$ cat config.mk
export PLATFORM = sky130hd
export DESIGN_NAME = pcfwl_update
export DESIGN_NICKNAME = d
export VERILOG_FILES = /design/src/rtl/per_client_fixed_window_limiter_defines.svh /design/src/rtl/pcfwl_pkg.sv /design/src/rtl/pcfwl_update.sv
export SDC_FILE = /design/constraint.sdc
export NUM_CORES = 1
export LEC_CHECK = 0
export BUFFER_PORTS_ARGS = -buffer_cell sky130_fd_sc_hd__buf_2
export CAP_MARGIN = 20
export CORE_MARGIN = 2
export CORE_UTILIZATION = 40
export DETAILED_ROUTE_END_ITERATION = 12
export PLACE_DENSITY = 0.79
export SYNTH_ARGS = -nofsm -noshare
export SYNTH_HDL_FRONTEND = slang
export SYNTH_SLANG_ARGS = --single-unit
$ cat constraint.sdc
create_clock -name vclk -period 8.5
set_clock_uncertainty 0.05 [all_clocks]
set_input_delay 0.425 -clock vclk [all_inputs]
set_output_delay 0.425 -clock vclk [all_outputs]
set_load 0.02 [all_outputs]
$ cat src/rtl/per_client_fixed_window_limiter_defines.svh
// assertion macros for the per-client fixed-window limiter
`ifndef PER_CLIENT_FIXED_WINDOW_LIMITER_DEFINES_SVH
`define PER_CLIENT_FIXED_WINDOW_LIMITER_DEFINES_SVH

// property checked on every clock edge outside reset
`define PCFWL_ASSERT(lbl, prop, msg) \
  lbl: assert property (@(posedge clk_i) disable iff (!rst_ni) (prop)) else $error(msg);

// consequent checked in the cycle after the antecedent
`define PCFWL_ASSERT_NEXT(lbl, ante, cons, msg) \
  lbl: assert property (@(posedge clk_i) disable iff (!rst_ni) (ante) |=> (cons)) \
    else $error(msg);

`endif

$ cat src/rtl/pcfwl_pkg.sv
// shared types and constants of the per-client fixed-window limiter
`timescale 1ns / 1ps
`default_nettype none
package pcfwl_pkg;

  localparam int SLOT_W       = 6;
  localparam int TIME_BITS    = 32;
  localparam int NOW_W        = 32;
  localparam int LIMIT_W      = 16;
  localparam int DUR_W        = 24;
  localparam int MODE_W       = 3;
  localparam int TBL_AW       = SLOT_W + 1;
  localparam int TBL_DEPTH    = 2 ** TBL_AW;

  localparam int IN_DATA_W    = 64;
  localparam int IN_USER_W    = MODE_W;
  localparam int OUT_DATA_W   = 8;

  localparam int APB_AW       = 5;
  localparam int APB_DW       = 32;

  // register indexes
  localparam logic [2:0] REG_REQUEST_LIMIT    = 3'd0;
  localparam logic [2:0] REG_MESSAGE_LIMIT    = 3'd1;
  localparam logic [2:0] REG_CONNECTION_LIMIT = 3'd2;
  localparam logic [2:0] REG_WINDOW_LENGTH    = 3'd3;
  localparam logic [2:0] REG_BLOCK_CEILING    = 3'd4;

  typedef enum logic [MODE_W-1:0] {
    MODE_REQUEST     = 3'd0,
    MODE_MESSAGE     = 3'd1,
    MODE_CONNECTION  = 3'd2,
    MODE_BLOCK       = 3'd3,
    MODE_UNBLOCK     = 3'd4,
    MODE_QUERY       = 3'd5,
    MODE_RESET_COUNT = 3'd6
  } mode_e;

  typedef struct packed {
    logic [LIMIT_W-1:0] request_limit;
    logic [LIMIT_W-1:0] message_limit;
    logic [LIMIT_W-1:0] connection_limit;
    logic [LIMIT_W-1:0] window_length;
    logic [DUR_W-1:0]   block_ceiling;
  } cfg_t;

  typedef struct packed {
    logic [LIMIT_W-1:0]   count;
    logic [TIME_BITS-1:0] win_start;
    logic                 flag;
    logic [TIME_BITS-1:0] expiry;
  } entry_t;

  localparam int ENTRY_W = $bits(entry_t);

endpackage
`default_nettype wire

$ cat src/rtl/pcfwl_update.sv
// entry update for checks, block, unblock, query and count-reset commands
`timescale 1ns / 1ps
`default_nettype none
module pcfwl_update (
  input  wire logic [pcfwl_pkg::MODE_W-1:0] mode_i,
  input  wire logic [pcfwl_pkg::NOW_W-1:0]  now_i,
  input  wire logic [pcfwl_pkg::DUR_W-1:0]  req_i,
  input  wire pcfwl_pkg::cfg_t              cfg_i,
  input  wire pcfwl_pkg::entry_t            entry_i,
  output pcfwl_pkg::entry_t                 entry_o,
  output logic                              we_o,
  output logic                              allowed_o,
  output logic                              blocked_o
);
  import pcfwl_pkg::*;

  logic [TIME_BITS-1:0] now;
  logic                 expired;
  logic [TIME_BITS-1:0] age;
  logic                 new_win;
  logic [LIMIT_W-1:0]   limit_sel;
  logic [LIMIT_W-1:0]   lim;
  logic [LIMIT_W-1:0]   cnt;
  logic [DUR_W-1:0]     dur;
  logic [TIME_BITS:0]   until_sum;
  logic [TIME_BITS-1:0] until_sat;
  logic                 is_check;

  assign now       = TIME_BITS'(now_i);
  assign expired   = entry_i.flag && (now >= entry_i.expiry);
  assign age       = now - entry_i.win_start;
  assign new_win   = (entry_i.win_start == '0) ||
                     (age >= TIME_BITS'(cfg_i.window_length));
  assign cnt       = new_win ? '0 : entry_i.count;
  assign lim       = (limit_sel == '0) ? LIMIT_W'(1) : limit_sel;
  assign dur       = (req_i < cfg_i.block_ceiling) ? req_i : cfg_i.block_ceiling;
  assign until_sum = {1'b0, now} + (TIME_BITS + 1)'(dur);
  assign until_sat = until_sum[TIME_BITS] ? '1 : until_sum[TIME_BITS-1:0];
  assign is_check  = (mode_i == MODE_REQUEST) || (mode_i == MODE_MESSAGE) ||
                     (mode_i == MODE_CONNECTION);

  always_comb begin
    unique case (mode_i)
      MODE_MESSAGE:    limit_sel = cfg_i.message_limit;
      MODE_CONNECTION: limit_sel = cfg_i.connection_limit;
      default:         limit_sel = cfg_i.request_limit;
    endcase
  end

  always_comb begin
    entry_o   = entry_i;
    we_o      = 1'b1;
    allowed_o = 1'b0;
    unique case (mode_i)
      MODE_REQUEST, MODE_MESSAGE, MODE_CONNECTION, MODE_QUERY: begin
        if (expired) begin
          entry_o.flag   = 1'b0;
          entry_o.expiry = '0;
        end
        if (is_check && !(entry_i.flag && !expired)) begin
          entry_o.win_start = new_win ? now : entry_i.win_start;
          if (cnt >= lim) begin
            entry_o.count = cnt;
          end else begin
            entry_o.count = cnt + LIMIT_W'(1);
            allowed_o     = 1'b1;
          end
        end
      end
      MODE_BLOCK: begin
        entry_o.flag   = 1'b1;
        entry_o.expiry = until_sat;
      end
      MODE_UNBLOCK: begin
        entry_o.flag   = 1'b0;
        entry_o.expiry = '0;
      end
      MODE_RESET_COUNT: begin
        entry_o.count     = '0;
        entry_o.win_start = '0;
      end
      default: begin
        we_o = 1'b0;
      end
    endcase
  end

  assign blocked_o = entry_o.flag;

endmodule
`default_nettype wire

==> impl_results.md, run 1 <==
* Post-CTS setup buffers at 0
* Die Span Y at 141 um
* Final hold violation count at 0
* Yosys warns at 0
* Core Area at 0.0186 sq mm
* Gr usage total at 29.8%
* Critical path type: in -> out
* Post-DP Area at 0.00928 sq mm
* Syn_nets at 1524
* Crit-path max FO at 14
* Critical Path Source Type: primary input
* Commonest non-fill, non-tap cell in the layout: buf_2
* Xor/xnor share of the synthesized area at 5.11%
* CTS hold repair buffers at 0
* Worst VDD drop at about 0.00005 V
* Hold Crit Start: entry_i[27]
* Final Setup Violations at 0
* Worst-margin pin slew at 1.01 ns
* Fin crit share at 95.1%
* Port bufs at 312
* Die Area at 0.0200 sq mm
* Setup TNS at 0 ns
* Sequential Power Share at 0%
* # rows at 50
* Initial core utilization at 40.6%
* Comb power frac at 100.0%
* Slew Viols, Final at 0
* Power per cell area at between 80 and 90 mW/mm^2
* FILL cells at 1912
* Adder-Cell Fraction of Synth Area at 24.1%
* Power Total at about 0.77 mW
* First-pass GRT wire length at approximately 48000 um
* I/O pin cnt at 312
* Hold Path Stages at 4
* Clock power share at 0%
* DRT Wirelength at ~31000 um
* Worst EP arrival at 7.60 ns
* Synth-to-layout area growth at 23.1%
* Die Wd at roughly 140 um
* FF+latch area at 0 sq um
* Finished Cell Area at roughly 0.0093 sq mm
* Routed met3 length at roughly 2300 um
* PnR worst setup slack at roughly 0.42 ns
* Metal1 wirelength at 12500 um
* Ant. Diodes at 0
* Crit end category: output port
* Most common cell type on the critical path: ha_1
* Grt ovf at 0
* Met2 Wirelength at 15500 um
* Layout cells sized above 1 at 24.4%
* Largest family of logic cells by synthesized area: compound AO/OA/AOI/OAI gates
* Via/cell ratio at 5.89
* Maxcap violations at 0
* Vias in the first global route at 9256
* Uppermost layer routed: met4
* Fmax at approximately 120 MHz
* Mapped Area at 0.00754 sq mm
* Final min period at 8.08 ns
* Clock buf count at 0
* Placement Setup Slack at 0.501 ns
* Synth Area in Compound Gates at 35.8%
* Syn Area/Cell at 6.54 sq um
* RSZ-0062 raised after global routing: false
* Placed instance count at 1666
* Power Internal at 0.301 mW
* Synthesized instance count at ~1200
* Slowest CP cell: a2111oi_1
* Area of the multi-input gates at 0.00689 sq mm
* Critical path required time at 8.03 ns
* Initial antenna violation count at 0
* Routability cong. at around 0.98
* Netlist cell types at 83
* Seq_cells at 0
* DRT iter0 DRCs at 562
* DP HPWL at 27200 um
* Vias at between 9000 and 10000
* Slew HR at 32.3%
* Most frequent cells in the layout: buf_2, nand2_1, ha_1
* Mux cell area share after synthesis at 0.548%
* Post-route ant nets at 0
* Final layout net count at 1806
* Post-DR wirelength/cell at between 15 and 20 um
* Hold Crit Class: in -> out
* Slowest stage delay, CP at 0.47 ns
* TritonRoute pass-1 iters at 5
* Switching share of power at 60.9%
* Non-Filler Instances at 1666
* Hold endpoint: entry_o[27]
* DRC at 0
* Pin count of the biggest net entering global routing at 47
* Sequential area share after synthesis at 0%
* Switching power at 0.469 mW
* Synth Area in Simple Gates at roughly a quarter
* Static leakage at 5.13 nW
* Status: complete, no violations
==> cell usage after synthesis, types with 8 or more instances <==
cell type	number	share of area (%)
nor4_1	9	0.75
nand4_1	31	2.6
o21ai_1	15	1.0
o21ai_0	96	6.4
and2_1	17	1.4
a21o_1	34	3.4
ha_1	142	24
o21a_1	13	1.3
nand3_1	23	1.5
nand2_1	148	7.4
xor2_1	12	1.4
nor2b_1	8	0.66
clkbuf_1	20	1.0
o211ai_1	11	1.1
a211oi_1	8	0.80
inv_1	127	6.3
a22o_1	50	5.8
o31ai_1	10	1.0
a31oi_1	14	1.2
nor2_1	56	2.8
and3_1	12	1.0
xnor2_1	32	3.7
nor3_1	20	1.3
nand2b_1	19	1.6
a21oi_1	99	6.6
buf_2	12	0.80
==> worst max path at each step <==
stage / startpoint / endpoint / slack, ns / cells past startpoint
after floorplan: now_i[0] / entry_o[79] / 1.14 / 33
after global placement: now_i[0] / entry_o[79] / 0.69 / 34
after detailed placement: now_i[0] / entry_o[79] / 0.50 / 34
after CTS: now_i[0] / entry_o[79] / 0.49 / 34
after global routing: now_i[0] / entry_o[79] / 0.02 / 34
final: now_i[0] / entry_o[79] / 0.42 / 34
==> power by group through the flow <==
stage | sequential, mW | clock, mW | combinational (mW)
2_1_floorplan | 0 | 0 | 0.509
3_3_place_gp | 0 | 0 | 0.748
3_5_place_dp | 0 | 0 | 0.755
4_1_cts | 0 | 0 | 0.760
5_1_grt | 0 | 0 | 0.844
6_report | 0 | 0 | 0.770
==> logic make-up after synthesis <==
| kind of cell | count (synthesis) |
|---|---|
| mux | 4 |
| fa+ha+maj | 144 |
| compound gates | 410 |
| simple gates | 383 |
| buf+inv | 167 |
| xor+xnor | 44 |
==> metrics by stage <==
step / util (%) / hold WS (ns)
after floorplan: - / 0.945
after global placement: 49.9 / 1.13
after detailed placement: 49.9 / 1.13
after CTS: 49.9 / 1.13
after global routing: 49.9 / 1.15
final: 49.9 / 1.13
==> final cells by class <==
| type | instances | area share, % |
|---|---|---|
| inverters | 127 | 5.14 |
| multi-input cells | 985 | 74.2 |
| well taps | 234 | 3.16 |
| repair buffers | 320 | 17.5 |
==> metal layers <==
metal	vias up	track usage (%)
met2	473	55.1
met5	-	0
met1	4472	35.8
met3	77	3.24
li1	4784	-
met4	0	9.74
==> worst max-delay path: cells and delay by family <==
family / cells / cell delay (ns)
AND/OR/NAND/NOR: 13 / 2.99
AO/OA/AOI/OAI: 11 / 2.19
adder cells (fa/ha/maj): 4 / 1.18
buffers and inverters: 5 / 0.59
XOR/XNOR: 1 / 0.20
==> what timing repair did <==
action	4_1_cts	5_1_grt
setup endpoints to repair	0	2
gates resized for setup	0	1
endpoints found under the hold margin	0	0
Note: power is estimated with default switching activity, not from simulation.
==> run 2, diff against run 1 <==
ABC_AREA = 1   (was default)
PLACE_DENSITY = 0.77   (was 0.79)
==> impl_results.md, run 2 <==
* Yosys warns at 0
* Synthesized instance count at roughly 1700
* Setup TNS at 0 ns
* Syn Area/Cell at 5.27 sq um
* Worst VDD drop at 0.0000420 V
* Critical path type: in -> out
* Vias at 12345
* Slew HR at 33.1%
* DRC at 0
* Post-route ant nets at 0
* Resize count post-CTS at 0
* CTS hold repair buffers at 0
* Port bufs at 312
* Die Area at 0.0241 sq mm
* Initial core utilization at 40.6%
* Gr usage total at 28.0%
* Slowest CP cell: o41ai_2
* Crit end category: output port
* Final min period at 6.34 ns
* Worst EP arrival at about 5.9 ns
* Vias in the first global route at ~12000
* Mapped Area at 0.00914 sq mm
* Hold Path Stages at 4
* Initial antenna violation count at 2
* Final layout net count at ~2400
* Slew Viols, Final at 0
* Maxcap violations at 0
* Die Wd at 155 um
* Layout cells sized above 1 at about a fifth
* Slowest stage delay, CP at between 0.7 and 0.8 ns
* TritonRoute pass-1 iters at 5
* Critical Path Source Type: primary input
* Hold endpoint: entry_o[25]
* Critical path required time at 8.03 ns
* DRT Wirelength at 35300 um
* Synth area leaders: ha_1, nand2_1, inv_1
* Worst-margin pin slew at 1.00 ns
* Final hold violation count at 0
* Post-DR wirelength/cell at 15.3 um
* RSZ-0062 raised after global routing: false
* Syn_nets at between 2000 and 2500
* FILL cells at 2411
* Sequential area share after synthesis at 0%
* Routability cong. at 1.05
* Post-synth top cells: nand2_1, inv_1, a21oi_1
* Most frequent cells in the layout: nand2_1, buf_2, inv_1
* Seq_cells at 0
* Clock buf count at 0
* Fin util at 48.9%
* Static leakage at 6.57 nW
* Grt ovf at 0
* Non-Filler Instances at 2298
* Via/cell ratio at about 5.4
* Synth-to-layout area growth at 20.4%
* Crit-path max FO at 40
* # rows at 55
* Final Setup Violations at 0
* Fmax at 158 MHz
* Share of the synthesized area in the top cell type at about a fifth
* Count leader, synth: nand2_1
* DRT iter0 DRCs at approximately 1000
* I/O pin cnt at 312
* Pin count of the biggest net entering global routing at 76
* Post-CTS setup buffers at 0
* FF+latch area at 0 sq um
* First-pass GRT wire length at about 56000 um
* Core Area at 0.0225 sq mm
* Hold Crit Class: in -> out
* Power per cell area at roughly 77 mW/mm^2
* Die Span Y at roughly 160 um
* Most common cell type on the critical path: a21oi_1
* Placed instance count at approximately 2300
* Netlist cell types at between 40 and 50
* Fin crit share at 74.6%
* Hold slack at 1.17 ns
* Commonest non-fill, non-tap cell in the layout: nand2_1
* Status: complete, no violations
* Yosys top cell by area: ha_1
* DP HPWL at 30200 um
* Hold Crit Start: entry_i[25]
[run 2: cell types whose count changed after synthesis, moves of 25 or more]
cell     previous run  this run
a22o_1             50        12
o21ai_0            96       123
a21o_1             34         3
nand3_1            23       142
a21oi_1            99       159
nand2_1           148       458
xnor2_1            32         7
nor2_1             56       133
inv_1             127       308
[run 2: worst max-delay path by stage]
stage	startpoint	end	slack, ns	cells after the start
detailed placement	cfg_i[1]	entry_o[27]	2.23	30
global route	cfg_i[1]	entry_o[27]	1.53	30
finish	cfg_i[1]	entry_o[27]	2.16	30
floorplan	now_i[0]	entry_o[70]	3.16	40
CTS	cfg_i[1]	entry_o[27]	2.21	30
global placement	cfg_i[1]	entry_o[27]	2.28	30
[run 2: layout make-up]
class	count	area [sq um]	share of cell area, %
timing repair buffer	320	1670	15.2
multi-input combinational	1372	7770	70.6
antenna	1	2.50	0.0227
tap	285	357	3.24
inverter	320	1200	10.9
[run 2: cell families after synthesis]
kind of cell               count (synthesis)  share of synthesized area, %
adders and majority gates                144                          19.9
and+or+nand+nor                          847                          40.7
AOI/OAI and AO/OA                        341                          20.5
buffers and inverters                    362                          15.1
xor gates and xnor gates                  40                          3.83
[run 2: power breakdown]
part,total (mW),switching [mW],internal [mW]
sequential,0,0,0
combinational,0.849,0.546,0.303
clock,0.0000000157,0,0.0000000157
total,0.849,0.546,0.303
[run 2: critical path, delay by kind of cell]
kind            cells  cell delay (ns)
fa+ha+maj           2             0.55
compound gates     17             3.59
simple gates        6             0.44
buf+inv             5             0.84
[run 2: metrics by stage]
stage	instance area, sq um	power (mW)	setup WS [ns]
global route	11000	0.948	1.53
CTS	10900	0.835	2.21
finish	11000	0.849	2.16
detailed placement	10900	0.830	2.23
global placement	10900	0.814	2.28
floorplan	9140	0.569	3.16
[run 2: layer usage]
metal  GRT usage [%]  part of all wire, %
met1            36.3                   43
met2            47.4                   45
met3            3.65                  8.0
met4            10.4                  4.1
met5               0                0.037
==> run 3, diff against run 2 <==
ABC_AREA = 0   (was 1)
PLACE_DENSITY = 0.82   (was 0.77)
clock period = 5.43 ns   (was 8.5 ns; I/O delays follow)
==> impl_results.md, run 3 (synthesis gave the netlist of run 1 again) <==
* Sequential Power Share at 0%
* Die Area at 0.0200 sq mm
* Critical path required time at around 5.1 ns
* Vias in the first global route at about 11000
* Routability cong. at between 0.9 and 1
* Layout cells sized above 1 at between 40 and 50%
* Clock buf count at 0
* Placement Setup Slack at -1.48 ns
* Critical Path Source Type: primary input
* Post-DR wirelength/cell at 20.7 um
* Most frequent cells in the layout: buf_2, buf_4, nand2_1, ha_1, inv_1
* Failing checks: negative setup slack
* Power Internal at ~0.80 mW
* I/O pin cnt at 312
* Initial antenna violation count at 3
* Worst EP arrival at 6.30 ns
* Commonest non-fill, non-tap cell in the layout: buf_2
* Slowest stage delay, CP at 0.47 ns
* Seq_cells at 0
* Comb power frac at 100.0%
* Grt ovf at 0
* Switching power at 0.951 mW
* DRT Wirelength at 39900 um
* Die Span Y at 141 um
* Worst-margin pin slew at 1.10 ns
* DP HPWL at 31300 um
* Hold Path Stages at 4
* Pin count of the biggest net entering global routing at 38
* Crit-path max FO at 4
* DRC at 0
* Crit end category: output port
* Die Wd at 141 um
* Fmax at 151 MHz
* Status: finished with violations
* Vias at 11610
* Finished Cell Area at 0.0126 sq mm
* # rows at 50
* Slew Viols, Final at 0
* Worst VDD drop at 0.0000900 V
* Core Area at 0.0186 sq mm
* Static leakage at 6.67 nW
* Power per cell area at roughly 140 mW/mm^2
* DRT iter0 DRCs at 928
* Fin util at 67.6%
* Via/cell ratio at about 6
* FF+latch area at 0 sq um
* Final Setup Violations at 41
* PnR worst setup slack at -1.19 ns
* Port bufs at 312
* Synth-to-layout area growth at 66.6%
* Final min period at 6.62 ns
* Critical path type: in -> out
* Slowest CP cell: or4b_4
* Gr usage total at 36.3%
* Maxcap violations at 0
* Hold Crit Class: in -> out
* Final layout net count at 2065
* Slew HR at 26.6%
* First-pass GRT wire length at 57700 um
* Fin crit share at 122%
* Switching share of power at 54.3%
* Post-route ant nets at 0
* RSZ-0062 raised after global routing: true
* Hold slack at 0.809 ns
* Clock power share at 0%
* Final hold violation count at 0
* Post-DP Area at 0.0112 sq mm
* Initial core utilization at 40.6%
* TritonRoute pass-1 iters at 7
* Power Total at 1.75 mW
## run 3: metrics by stage
step / TNS (ns) / std cells
final: -18.88 / 1928
after global routing: -28.00 / 1926
after CTS: -21.73 / 1918
after detailed placement: -33.64 / 1890
after global placement: -31.35 / 1890
after floorplan: -15.13 / 1152
## run 3: critical path, delay by kind of cell
kind | cells | cell delay [ns]
fa+ha+maj | 4 | 1.00
xor+xnor | 1 | 0.17
buf+inv | 5 | 0.42
simple gates | 10 | 2.23
compound gates | 14 | 2.18
## run 3: repair_timing
| action | 4_1_cts | 5_1_grt |
|---|---|---|
| setup buffers | 27 | 15 |
| setup endpoints to repair | 49 | 61 |
| cloned | 4 | 1 |
| pin swaps | 93 | 79 |
| hold buffers | 0 | 0 |
| gates resized for setup | 200 | 100 |
## run 3: final timing paths
path	startpoint	end	slack, ns
worst max-delay path	now_i[0]	entry_o[73]	-1.19
worst min-delay path	entry_i[27]	entry_o[27]	0.81
## run 3: layout make-up
class | count | area (sq um)
repair buffers | 579 | 4030
multi-input cells | 985 | 7730
fillers | 1515 | 6020
diodes | 3 | 7.51
inverters | 127 | 494
well taps | 234 | 293
## run 3: metal layers
layer  GRT usage (%)  up-vias  share of wire (%)
li1                -     5309                  -
met4            23.2        2                8.4
met2            65.0      802                 47
met3            6.31      229                9.2
met5               0        -              0.028
met1            39.7     5268                 35
## run 3: power groups by stage
stage	Clock (mW)	Sequential (mW)	Combinational [mW]
6_report	0.0000000740	0	1.75
5_1_grt	0.0000000246	0	1.87
4_1_cts	0	0	1.60
3_5_place_dp	0	0	1.44
3_3_place_gp	0	0	1.42
2_1_floorplan	0	0	0.816
