File: src/rtl/per_client_fixed_window_limiter_defines.svh
// assertion macros for the per-client fixed-window limiter
`ifndef PER_CLIENT_FIXED_WINDOW_LIMITER_DEFINES_SVH
`define PER_CLIENT_FIXED_WINDOW_LIMITER_DEFINES_SVH

// property checked on every clock edge outside reset
`define PCFWL_ASSERT(lbl, prop, msg) \
  lbl: assert property (@(posedge clk_i) disable iff (!rst_ni) (prop)) else $error(msg);

// consequent checked in the cycle after the antecedent
`define PCFWL_ASSERT_NEXT(lbl, ante, cons, msg) \
  lbl: assert property (@(posedge clk_i) disable iff (!rst_ni) (ante) |=> (cons)) \
    else $error(msg);

`endif

File: src/rtl/pcfwl_pkg.sv
// shared types and constants of the per-client fixed-window limiter
`timescale 1ns / 1ps
`default_nettype none
package pcfwl_pkg;

  localparam int SLOT_W       = 6;
  localparam int TIME_BITS    = 32;
  localparam int NOW_W        = 32;
  localparam int LIMIT_W      = 16;
  localparam int DUR_W        = 24;
  localparam int MODE_W       = 3;
  localparam int TBL_AW       = SLOT_W + 1;
  localparam int TBL_DEPTH    = 2 ** TBL_AW;

  localparam int IN_DATA_W    = 64;
  localparam int IN_USER_W    = MODE_W;
  localparam int OUT_DATA_W   = 8;

  localparam int APB_AW       = 5;
  localparam int APB_DW       = 32;

  // register indexes
  localparam logic [2:0] REG_REQUEST_LIMIT    = 3'd0;
  localparam logic [2:0] REG_MESSAGE_LIMIT    = 3'd1;
  localparam logic [2:0] REG_CONNECTION_LIMIT = 3'd2;
  localparam logic [2:0] REG_WINDOW_LENGTH    = 3'd3;
  localparam logic [2:0] REG_BLOCK_CEILING    = 3'd4;

  typedef enum logic [MODE_W-1:0] {
    MODE_REQUEST     = 3'd0,
    MODE_MESSAGE     = 3'd1,
    MODE_CONNECTION  = 3'd2,
    MODE_BLOCK       = 3'd3,
    MODE_UNBLOCK     = 3'd4,
    MODE_QUERY       = 3'd5,
    MODE_RESET_COUNT = 3'd6
  } mode_e;

  typedef struct packed {
    logic [LIMIT_W-1:0] request_limit;
    logic [LIMIT_W-1:0] message_limit;
    logic [LIMIT_W-1:0] connection_limit;
    logic [LIMIT_W-1:0] window_length;
    logic [DUR_W-1:0]   block_ceiling;
  } cfg_t;

  typedef struct packed {
    logic [LIMIT_W-1:0]   count;
    logic [TIME_BITS-1:0] win_start;
    logic                 flag;
    logic [TIME_BITS-1:0] expiry;
  } entry_t;

  localparam int ENTRY_W = $bits(entry_t);

endpackage
`default_nettype wire

File: src/rtl/pcfwl_cfg.sv
// apb configuration registers of the limiter
`timescale 1ns / 1ps
`default_nettype none
module pcfwl_cfg (
  input  wire logic                       clk_i,
  input  wire logic                       rst_ni,
  input  wire logic                       psel,
  input  wire logic                       penable,
  input  wire logic                       pwrite,
  input  wire logic [pcfwl_pkg::APB_AW-1:0] paddr,
  input  wire logic [pcfwl_pkg::APB_DW-1:0] pwdata,
  output logic      [pcfwl_pkg::APB_DW-1:0] prdata,
  output logic                            pready,
  output pcfwl_pkg::cfg_t                 cfg_o
);
  import pcfwl_pkg::*;

  cfg_t       cfg_q, cfg_d;
  logic [2:0] reg_idx;
  logic       wr_en;

  assign pready  = 1'b1;
  assign reg_idx = paddr[APB_AW-1:2];
  assign wr_en   = psel && penable && pwrite;

  always_comb begin
    cfg_d = cfg_q;
    if (wr_en) begin
      unique case (reg_idx)
        REG_REQUEST_LIMIT:    cfg_d.request_limit    = pwdata[LIMIT_W-1:0];
        REG_MESSAGE_LIMIT:    cfg_d.message_limit    = pwdata[LIMIT_W-1:0];
        REG_CONNECTION_LIMIT: cfg_d.connection_limit = pwdata[LIMIT_W-1:0];
        REG_WINDOW_LENGTH:    cfg_d.window_length    = pwdata[LIMIT_W-1:0];
        REG_BLOCK_CEILING:    cfg_d.block_ceiling    = pwdata[DUR_W-1:0];
        default: ;
      endcase
    end
  end

  always_comb begin
    unique case (reg_idx)
      REG_REQUEST_LIMIT:    prdata = APB_DW'(cfg_q.request_limit);
      REG_MESSAGE_LIMIT:    prdata = APB_DW'(cfg_q.message_limit);
      REG_CONNECTION_LIMIT: prdata = APB_DW'(cfg_q.connection_limit);
      REG_WINDOW_LENGTH:    prdata = APB_DW'(cfg_q.window_length);
      REG_BLOCK_CEILING:    prdata = APB_DW'(cfg_q.block_ceiling);
      default:              prdata = '0;
    endcase
  end

  always_ff @(posedge clk_i or negedge rst_ni) begin
    if (!rst_ni) begin
      cfg_q.request_limit    <= LIMIT_W'(60);
      cfg_q.message_limit    <= LIMIT_W'(60);
      cfg_q.connection_limit <= LIMIT_W'(10);
      cfg_q.window_length    <= LIMIT_W'(60);
      cfg_q.block_ceiling    <= DUR_W'(3600);
    end else begin
      cfg_q <= cfg_d;
    end
  end

  assign cfg_o = cfg_q;

endmodule
`default_nettype wire

File: config.mk
export PLATFORM = sky130hd
export DESIGN_NAME = pcfwl_cfg
export DESIGN_NICKNAME = d
export VERILOG_FILES = /design/src/rtl/per_client_fixed_window_limiter_defines.svh /design/src/rtl/pcfwl_pkg.sv /design/src/rtl/pcfwl_cfg.sv
export SDC_FILE = /design/constraint.sdc
export NUM_CORES = 1
export LEC_CHECK = 0
export ABC_CLOCK_PERIOD_IN_PS = 1800
export BUFFER_PORTS_ARGS = -buffer_cell sky130_fd_sc_hd__buf_2
export CORE_ASPECT_RATIO = 1.5
export CORE_MARGIN = 8
export CORE_UTILIZATION = 35
export DETAILED_ROUTE_END_ITERATION = 8
export PLACE_DENSITY = 0.7
export SLEW_MARGIN = 20
export SYNTH_ARGS = -nofsm -noshare
export SYNTH_HDL_FRONTEND = slang
export SYNTH_SLANG_ARGS = --single-unit
File: constraint.sdc
create_clock -name clk_i -period 1.8 [get_ports clk_i]
set_input_delay 0.27 -clock clk_i [delete_from_list [all_inputs] [get_ports clk_i]]
set_output_delay 0.27 -clock clk_i [all_outputs]
set_load 0.01 [all_outputs]
==> run summary, run 1 <==
RUN STATUS
--------------------------------------------------------------------------------
Run status ........................................................ finished clean

PLACE
--------------------------------------------------------------------------------
Total cell area at the placement stage ............................ 0.005231 mm2
Global placer's final weighted congestion .........................       0.7414
DPL Wire Length ...................................................      9789 um
Count of input and output buffers .................................          143
Placed cell count .................................................          597

WORST SETUP PATH
--------------------------------------------------------------------------------
Path depth of the worst reg2reg path ..............................            1
Register-to-Register Setup Slack ..................................      0.99 ns
Capture point of the worst reg-to-reg path ........................    cfg_o[48]
Crit-path max FO ..................................................            3
Startpoint class of the critical path .............................     register
Worst Path Class, Setup ........................................... register to primary output
Startpoint of the worst setup timing path .........................    cfg_o[27]
Launching point of the worst reg2reg path .........................    cfg_o[48]
Critical path required time .......................................      1.53 ns
Critical path data arrival time ...................................      1.47 ns
Nature of the critical path endpoint .............................. primary output
Worst setup path endpoint .........................................    prdata[3]

LOGIC SYNTHESIS
--------------------------------------------------------------------------------
Cells taking the most area after synthesis ........................ sky130_fd_sc_hd__dfrtp_1 (42%), sky130_fd_sc_hd__mux2_2 (25%), sky130_fd_sc_hd__dfstp_2 (11%)
Seq/Total Area, Yosys .............................................       53.51%
Average footprint of a synthesized cell ...........................    14.24 um2
Number of standard cells after synthesis ..........................          292
Most frequently used cell type in the post-synthesis netlist ...... sky130_fd_sc_hd__mux2_2
Commonest cells in the netlist .................................... sky130_fd_sc_hd__mux2_2 (94), sky130_fd_sc_hd__dfrtp_1 (70), sky130_fd_sc_hd__dfstp_2 (18), sky130_fd_sc_hd__a22oi_1 (16), sky130_fd_sc_hd__a32oi_1 (16)
EDFF count, synth .................................................            0
Warnings from Yosys ...............................................            0
Top FF cell, synth ................................................ sky130_fd_sc_hd__dfrtp_1
Library cell with the largest summed area after synthesis ......... sky130_fd_sc_hd__dfrtp_1
Async SR Flop Fraction ............................................       100.0%
Fraction of synthesized cell area taken by the top area cell type .       42.13%
Cell area after technology mapping ................................ 0.004158 mm2
Synth Register Bits ...............................................           88
Number of distinct library cells after synthesis ..................           28

TIMING
--------------------------------------------------------------------------------
Post-Route Skew ...................................................         0 ns
Final count of negative-setup-slack endpoints .....................            0
Clock period minus final worst setup slack ........................     1.741 ns
Pin slew with the least headroom to its limit .....................    0.5251 ns
Final-report hold violation count .................................            0
Slew headroom .....................................................       64.99%
Final period util .................................................       96.70%
Max Clk Rate ......................................................    574.5 MHz
Number of pins with negative max-slew slack in the final report ...            0
Worst hold-check slack ............................................    0.1631 ns

CTS
--------------------------------------------------------------------------------
Worst-skew pair later-pin latency .................................      0.33 ns
Clock Pin Slew Worst Setup and Hold Paths .........................      0.06 ns
Clock tree buffer depth ...........................................            2
Clock tree from TritonCTS .........................................          yes
Level count of the clock H-tree ...................................            3
CTS root buf ...................................................... sky130_fd_sc_hd__clkbuf_16
TritonCTS buffer count ............................................            9
Count of clock tree sinks .........................................           88

GLOBAL ROUTING
--------------------------------------------------------------------------------
Via count of the first global-routing pass ........................         3531
Global-route wire length before repair ............................     19500 um
Total congestion overflow after global routing ....................            0
Antenna violations before repair ..................................            0
Total global-route track usage ....................................       16.12%
Largest net degree at the start of global routing .................           38

FINISH
--------------------------------------------------------------------------------
Number of flip-flops in the largest register ......................           88
Number of nets in the final layout ................................          498
Number of antenna cells inserted ..................................            0
Proportion of layout cells with a drive suffix above 1 ............       69.20%
Layout overhead on the synthesized area ...........................       33.58%
Post-layout utilization of the core ...............................       47.18%
Final cell count without fillers ..................................          614
Summed area of non-filler cells in the final layout ............... 0.005554 mm2

PWR
--------------------------------------------------------------------------------
VDD IR max ........................................................    0.5075 mV
LEAKAGE ...........................................................     2.763 nW
Power per cell area ...............................................  1106 mW/mm2

DETAILED ROUTING
--------------------------------------------------------------------------------
Drt initial violations ............................................           70
Drt pass-1 iters ..................................................            4
Vias per cell .....................................................        5.020
Count of antenna-violating nets left after detailed routing .......            0
DRC violation count after routing .................................            0
Final wirelength ..................................................     12670 um
Vias ..............................................................         3082
Detail-routed net length per standard cell ........................     20.64 um

FLOORPLANNING
--------------------------------------------------------------------------------
Area of the die ...................................................  0.01569 mm2
Number of placed I/O pins .........................................          163
Core area .........................................................  0.01177 mm2
Number of placement rows ..........................................           49
Starting density of the core ......................................       35.32%
DIE HEIGHT ........................................................     149.5 um
Width of the die ..................................................     105.0 um

MIN PATH
--------------------------------------------------------------------------------
Path type of the worst min-delay path ............................. input pin to register

FLOW RUN
--------------------------------------------------------------------------------
Max-capacitance violation count ...................................            0

placed cells by master, fill, tap and decap left out, drive strengths merged, types with 8 or more instances in the layout:
cell,instances
o21ai,16
clkbuf,15
buf,173
mux2,104
dfstp,18
dfrtp,70
a22oi,16
conb,9
a32oi,16
and2,8
final cells by class:
| cell class | count | area [um2] |
|---|---|---|
| clock buffer | 14 | 264.0 |
| clock inverter | 2 | 38.79 |
| fill | 1110 | 6217 |
| inverter | 1 | 3.754 |
| multi-input combinational | 181 | 1768 |
| sequential | 88 | 2225 |
| tap | 153 | 191.4 |
| timing repair buffer | 175 | 1064 |
worst max-delay path, cell delays in order, from the launching register on:
cell	delay (ns)
sky130_fd_sc_hd__dfstp_2	0.38
sky130_fd_sc_hd__mux2_2	0.27
sky130_fd_sc_hd__a32oi_2	0.23
sky130_fd_sc_hd__o21ai_0	0.12
sky130_fd_sc_hd__buf_2	0.15
logic make-up (layout without fill, tap and decap cells):
logic type             count (synthesis)  after routing  synth area share, %
other                                  2              9               0.1806
multiplexers                         104            104                29.07
buffers and inverters                 30            192                4.965
AND/OR/NAND/NOR                       20             20                4.093
flip-flops                            88             88                53.51
AO/OA/AOI/OAI                         48             48                8.185
routing by layer:
metal  vias to the layer above  share of wire [%]  global-route usage (%)
li1                       1395                  -                       -
met1                      1555                 37                   15.97
met2                       113                 54                   30.01
met3                        19                6.2                   5.172
met4                         0                2.3                   6.953
met5                         -                  0                       0
worst min path at each step:
stage,cells after the start,start,endpoint
after floorplan,0,rst_ni,cfg_o[0]
after detailed placement,1,rst_ni,cfg_o[23]
final,2,pwdata[18],cfg_o[18]
after CTS,2,pwdata[17],cfg_o[17]
after global placement,1,rst_ni,cfg_o[23]
after global routing,2,pwdata[17],cfg_o[17]
report_power, final:
part           leakage [nW]  switching (mW)  internal, mW
Combinational          1.53           0.748         0.792
Clock                 0.147           0.724          1.16
Sequential             1.08           0.298          2.43
Total                  2.76            1.77          4.37
stage by stage:
step           setup TNS [ns]  power, mW  setup WS [ns]
6_report                    0      6.144        0.05937
5_1_grt             -0.005082      6.472      -0.005082
4_1_cts                     0      6.229        0.01985
3_5_place_dp                0      4.327        0.02284
3_3_place_gp                0      4.254        0.01639
2_1_floorplan               0      3.520         0.2374
what timing repair did:
item / in CTS / in global routing
setup buffers: 0 / 0
hold buffers: 1 / 0
gates resized for setup: 0 / 4
endpoints found under the setup margin: 0 / 6
hold endpoints to repair: 25 / 0
(Power assumes the default switching activity.)
==> run 2, diff against run 1 <==
CORE_ASPECT_RATIO = 0.5   (was 1.5)
SLEW_MARGIN = 15   (was 20)
==> run 2 against run 1 <==
Net effect:
- first-iteration DRC count grew to 2.5 times the previous value
- via count rose by 0.42%
- clock skew unchanged
- hold slack better by 0.0019 ns
- sequential share of layout area up 0.57 points
- clock-buffer cell count decreased by 2
==> run summary, run 2 (synthesis gave the netlist of run 1 again) <==
FINISH
------------------------------------------------------------------------------
Commonest cells after routing, fill and taps aside .............. sky130_fd_sc_hd__buf_2 (141), sky130_fd_sc_hd__mux2_2 (94), sky130_fd_sc_hd__dfrtp_1 (70)
Proportion of layout cells with a drive suffix above 1 ..........       68.63%
Most common cell after layout, fill and taps aside .............. sky130_fd_sc_hd__buf_2
Number of antenna cells inserted ................................            0
Layout overhead on the synthesized area .........................       31.72%
Number of flip-flops in the largest register ....................           88
Number of nets in the final layout ..............................          496
Post-layout utilization of the core .............................       46.80%

FLOORPLANNING
------------------------------------------------------------------------------
DIE HEIGHT ......................................................     93.07 um
Width of the die ................................................     170.1 um
Number of placement rows ........................................           28
Area of the die .................................................  0.01583 mm2
Starting density of the core ....................................       35.53%
Core area .......................................................  0.01170 mm2
Number of placed I/O pins .......................................          163

CTS
------------------------------------------------------------------------------
CTS root buf .................................................... sky130_fd_sc_hd__clkbuf_16
Clock tree from TritonCTS .......................................          yes
Clock Pin Slew Worst Setup and Hold Paths .......................      0.06 ns
Worst-skew pair later-pin latency ...............................      0.33 ns
Level count of the clock H-tree .................................            3
Clock tree buffer depth .........................................            2
Total setup buffers inserted after CTS ..........................            0
TritonCTS buffer count ..........................................            9
Count of clock tree sinks .......................................           88

WORST SETUP PATH
------------------------------------------------------------------------------
Critical path data arrival time .................................      1.43 ns
Worst Path Class, Setup ......................................... register to primary output
Critical path required time .....................................      1.53 ns
Nature of the critical path endpoint ............................ primary output
Crit-path max FO ................................................            3
Startpoint class of the critical path ...........................     register

TIMING
------------------------------------------------------------------------------
Setup repair after global routing missed its margin .............        false
Max Clk Rate ....................................................    589.8 MHz
Total Neg Setup Slack ...........................................         0 ns
Number of pins with negative max-slew slack in the final report .            0
Final period util ...............................................       94.19%
Clock period minus final worst setup slack ......................     1.696 ns
Post-Route Skew .................................................         0 ns
Final count of negative-setup-slack endpoints ...................            0
Worst hold-check slack ..........................................    0.1650 ns
Final-report hold violation count ...............................            0

GLOBAL ROUTING
------------------------------------------------------------------------------
Total congestion overflow after global routing ..................            0
Largest net degree at the start of global routing ...............           37
Antenna violations before repair ................................            0
Via count of the first global-routing pass ......................         3166
Total global-route track usage ..................................       15.34%
Global-route wire length before repair ..........................     18710 um

DETAILED ROUTING
------------------------------------------------------------------------------
Drt pass-1 iters ................................................            4
Final wirelength ................................................     12350 um
DRC violation count after routing ...............................            0
Vias ............................................................         3095
Detail-routed net length per standard cell ......................     19.79 um
Drt initial violations ..........................................          178
Count of antenna-violating nets left after detailed routing .....            0
Vias per cell ...................................................        4.960

PWR
------------------------------------------------------------------------------
Internal power contribution .....................................     4.179 mW
Fraction of power consumed by the clock network .................        29.1%
VDD IR max ......................................................    0.3877 mV
Logic gate share of total power .................................        25.5%
Power per cell area .............................................  1093 mW/mm2
Sequential Power Share ..........................................        45.4%
Switching share of power ........................................       30.17%
LEAKAGE .........................................................     2.709 nW
Net switching power of the design ...............................     1.806 mW

MIN PATH
------------------------------------------------------------------------------
Path type of the worst min-delay path ........................... input pin to register

RUN STATUS
------------------------------------------------------------------------------
Run status ...................................................... finished clean

PLACE
------------------------------------------------------------------------------
Count of input and output buffers ...............................          143
DPL Wire Length .................................................      9127 um
Global placer's final weighted congestion .......................       0.7561

FLOW RUN
------------------------------------------------------------------------------
Max-capacitance violation count .................................            0

## run 2: repair_timing
| item | in CTS | in global routing |
|---|---|---|
| resized for setup | 2 | 0 |
| endpoints found under the hold margin | 20 | 0 |
| hold buffers | 1 | 0 |
| endpoints found under the setup margin | 4 | 0 |
## run 2: worst max-delay path: stages (launching register included)
cell	delay, ns
sky130_fd_sc_hd__dfrtp_1	0.39
sky130_fd_sc_hd__mux2_2	0.27
sky130_fd_sc_hd__a32oi_1	0.15
sky130_fd_sc_hd__o21ai_0	0.13
sky130_fd_sc_hd__buf_2	0.16
## run 2: per-layer routing
metal | wire [um] | global-route usage, % | vias up
met5 | 0 | 0 | -
met4 | 160 | 4.641 | 0
met3 | 1075 | 5.380 | 13
met2 | 5946 | 25.46 | 116
met1 | 5170 | 18.64 | 1569
li1 | - | - | 1397
## run 2: path summary, 6_finish.rpt
| kind | start | to | slack, ns | cells past startpoint |
|---|---|---|---|---|
| max | cfg_o[25] | prdata[1] | 0.10 | 4 |
| min | pwdata[19] | cfg_o[19] | 0.16 | 2 |
| max reg2reg | cfg_o[6] | cfg_o[6] | 1.01 | 1 |
| min reg2reg | cfg_o[18] | cfg_o[18] | 0.52 | 1 |
| max in group asynchronous | rst_ni | cfg_o[41] | 0.72 | 3 |
| min in group asynchronous | rst_ni | cfg_o[46] | 0.43 | 2 |
## run 2: cell type report
class,count,area (um2)
Clock buffer,12,246.5
Clock inverter,4,30.03
Fill cell,1081,6225
Inverter,1,3.754
Multi-Input combinational cell,181,1754
Sequential cell,88,2225
Tap cell,165,206.4
Timing Repair Buffer,173,1011
## run 2: power by group through the flow
stage / registers, mW / logic, mW / clock network, mW
2_1_floorplan: 2.89 / 0.626 / 0
3_3_place_gp: 2.72 / 1.54 / 0
3_5_place_dp: 2.75 / 1.56 / 0
4_1_cts: 2.72 / 1.57 / 1.78
5_1_grt: 2.77 / 1.66 / 1.85
6_report: 2.72 / 1.53 / 1.74
## run 2: stage by stage
step	area (um2)	instances	worst slack (ns)	power, mW
floorplan	4184	299	0.2374	3.520
global placement	5186	607	0.005896	4.258
detailed placement	5186	607	-0.02459	4.308
CTS	5477	624	0.07337	6.067
global route	5477	624	0.01226	6.273
finish	5477	624	0.1045	5.985
==> run 3, diff against run 2 <==
CELL_PAD_IN_SITES_DETAIL_PLACEMENT = 0   (was default)
CELL_PAD_IN_SITES_GLOBAL_PLACEMENT = 1   (was default)
CORE_UTILIZATION = 30   (was 35)
PLACE_DENSITY = 0.74   (was 0.7)
==> run 3 against run 2 <==
Net effect:
- combinational power hardly changed
- cell count increased by 4.2%
- die area is 14% higher
- register-to-register slack got worse by 0.09 ns
- non-clock buffer count down 1
- via count is 2.3% lower
- final area is 0.27% higher
- clock power hardly changed
- highest routed layer unchanged
- critical path type unchanged
- routed wire length rose by 0.62%
- total power up 0.36%
- clock-buffer cell count fell by 2
==> run summary, run 3 (synthesis gave the netlist of run 1 again) <==
GLOBAL ROUTING
------------------------------------------------------------------------------
Largest net degree at the start of global routing ...............           42
Total global-route track usage ..................................       13.73%
Met1 Usage GRT ..................................................       17.01%
Met2 global-route usage .........................................       22.82%
Met3 global-route usage .........................................       4.329%
Via count of the first global-routing pass ......................         3153
Antenna violations before repair ................................            0
Global routing's busiest layer ..................................         met2
Total congestion overflow after global routing ..................            0
Global-route wire length before repair ..........................     19250 um

MIN PATH
------------------------------------------------------------------------------
Path type of the worst min-delay path ........................... input pin to register

FLOORPLANNING
------------------------------------------------------------------------------
Number of placement rows ........................................           30
Starting density of the core ....................................       30.68%
Number of placed I/O pins .......................................          163
Width of the die ................................................     182.5 um
Area of the die .................................................  0.01811 mm2
DIE HEIGHT ......................................................     99.25 um
Core area .......................................................  0.01355 mm2

FINISH
------------------------------------------------------------------------------
Commonest cells after routing, fill and taps aside .............. sky130_fd_sc_hd__buf_2 (141), sky130_fd_sc_hd__mux2_2 (93), sky130_fd_sc_hd__dfrtp_1 (70)
Number of antenna cells inserted ................................            0
Number of nets in the final layout ..............................          495
Layout overhead on the synthesized area .........................       32.08%
Post-layout utilization of the core .............................       40.53%
Most common cell after layout, fill and taps aside .............. sky130_fd_sc_hd__buf_2
Number of flip-flops in the largest register ....................           88
Area occupied by multi-input gates .............................. 0.001764 mm2
Sequential Area ................................................. 0.002225 mm2
Filler cells ....................................................         1305
Proportion of layout cells with a drive suffix above 1 ..........       69.00%

WORST SETUP PATH
------------------------------------------------------------------------------
Worst Path Class, Setup ......................................... register to primary output
Startpoint class of the critical path ...........................     register
Critical path data arrival time .................................      1.45 ns
Nature of the critical path endpoint ............................ primary output
Critical path required time .....................................      1.53 ns
Crit-path max FO ................................................            3

PWR
------------------------------------------------------------------------------
Power per cell area .............................................  1094 mW/mm2
VDD IR max ......................................................    0.4664 mV
LEAKAGE .........................................................     2.727 nW

CTS
------------------------------------------------------------------------------
Count of clock tree sinks .......................................           88
TritonCTS buffer count ..........................................            9
CTS root buf .................................................... sky130_fd_sc_hd__clkbuf_16
Clock tree from TritonCTS .......................................          yes
Worst-skew pair later-pin latency ...............................      0.34 ns
Clock tree buffer depth .........................................            2
Clock Pin Slew Worst Setup and Hold Paths .......................      0.07 ns
Level count of the clock H-tree .................................            3

RUN STATUS
------------------------------------------------------------------------------
Run status ...................................................... finished clean

TIMING
------------------------------------------------------------------------------
Final-report hold violation count ...............................            0
Post-Route Skew .................................................         0 ns
Number of pins with negative max-slew slack in the final report .            0
Clock period minus final worst setup slack ......................     1.724 ns
Final count of negative-setup-slack endpoints ...................            0
Final period util ...............................................       95.77%
Max Clk Rate ....................................................    580.1 MHz
Setup repair after global routing missed its margin .............        false
Total Neg Setup Slack ...........................................         0 ns

DETAILED ROUTING
------------------------------------------------------------------------------
Vias per cell ...................................................        4.654
Drt pass-1 iters ................................................            4
Detail-routed net length per standard cell ......................     19.12 um
Vias ............................................................         3025
Drt initial violations ..........................................          102
DRC violation count after routing ...............................            0
Final wirelength ................................................     12430 um
Count of antenna-violating nets left after detailed routing .....            0

PLACE
------------------------------------------------------------------------------
DPL Wire Length .................................................      9207 um
Count of input and output buffers ...............................          143
Global placer's final weighted congestion .......................       0.7532

FLOW RUN
------------------------------------------------------------------------------
Max-capacitance violation count .................................            0

run 3: cell types whose count changed in the layout (fill, tap and decap cells not counted), sizes merged:
cell	delta
clkinv	+4
clkbuf	-2
inv	+2
buf	-1
clkinvlp	-4
run 3: per-stage QoR:
stage,instance area [um2],worst slack [ns],hold WS [ns],power (mW),instances
after floorplan,4184,0.2374,-0.02559,3.520,299
after global placement,5172,0.01467,0.2459,4.263,631
after detailed placement,5172,0.001743,0.2457,4.295,631
after CTS,5465,0.002481,0.1453,6.095,648
after global routing,5492,0.008605,0.1517,6.346,650
final,5492,0.07610,0.1590,6.007,650
run 3: repair_timing:
item | in CTS | in global routing
resized for setup | 1 | 6
hold endpoints to repair | 24 | 0
hold buffers | 1 | 0
setup endpoints to repair | 3 | 4
buffers inserted | 0 | 2
pin swaps | 0 | 1
run 3: cell type report:
cell class,instances,area share [%]
repair buffers,172,17.82
inverters,1,0.06835
clock inverters,6,0.7519
well taps,192,4.375
clock buffers,10,4.352
flip-flops and latches,88,40.51
multi-input cells,181,32.13
run 3: final timing paths:
path	start	to	slack, ns	depth (start not counted)
hold reg to reg	cfg_o[18]	cfg_o[18]	0.52	1
setup / recovery	cfg_o[47]	prdata[7]	0.08	4
hold / removal	pwdata[22]	cfg_o[22]	0.16	2
max in group asynchronous	rst_ni	cfg_o[74]	0.73	3
setup reg to reg	cfg_o[52]	cfg_o[52]	0.92	2
min in group asynchronous	rst_ni	cfg_o[63]	0.43	2
run 3: critical path, cell delays in order, from the launching register on:
cell	delay, ns
sky130_fd_sc_hd__dfrtp_1	0.40
sky130_fd_sc_hd__mux2_4	0.28
sky130_fd_sc_hd__a32oi_2	0.16
sky130_fd_sc_hd__o21ai_1	0.11
sky130_fd_sc_hd__buf_2	0.15
run 3: power by group:
group,internal [mW],switching [mW],total [mW]
Sequential,2.43,0.295,2.72
Clock,0.977,0.781,1.76
Combinational,0.786,0.741,1.53
Total,4.19,1.82,6.01
run 3: routing by layer:
layer / share of wire (%) / vias up
met5: 0 / -
met4: 1.5 / 0
li1: - / 1382
met1: 44 / 1530
met3: 7.0 / 14
met2: 47 / 99
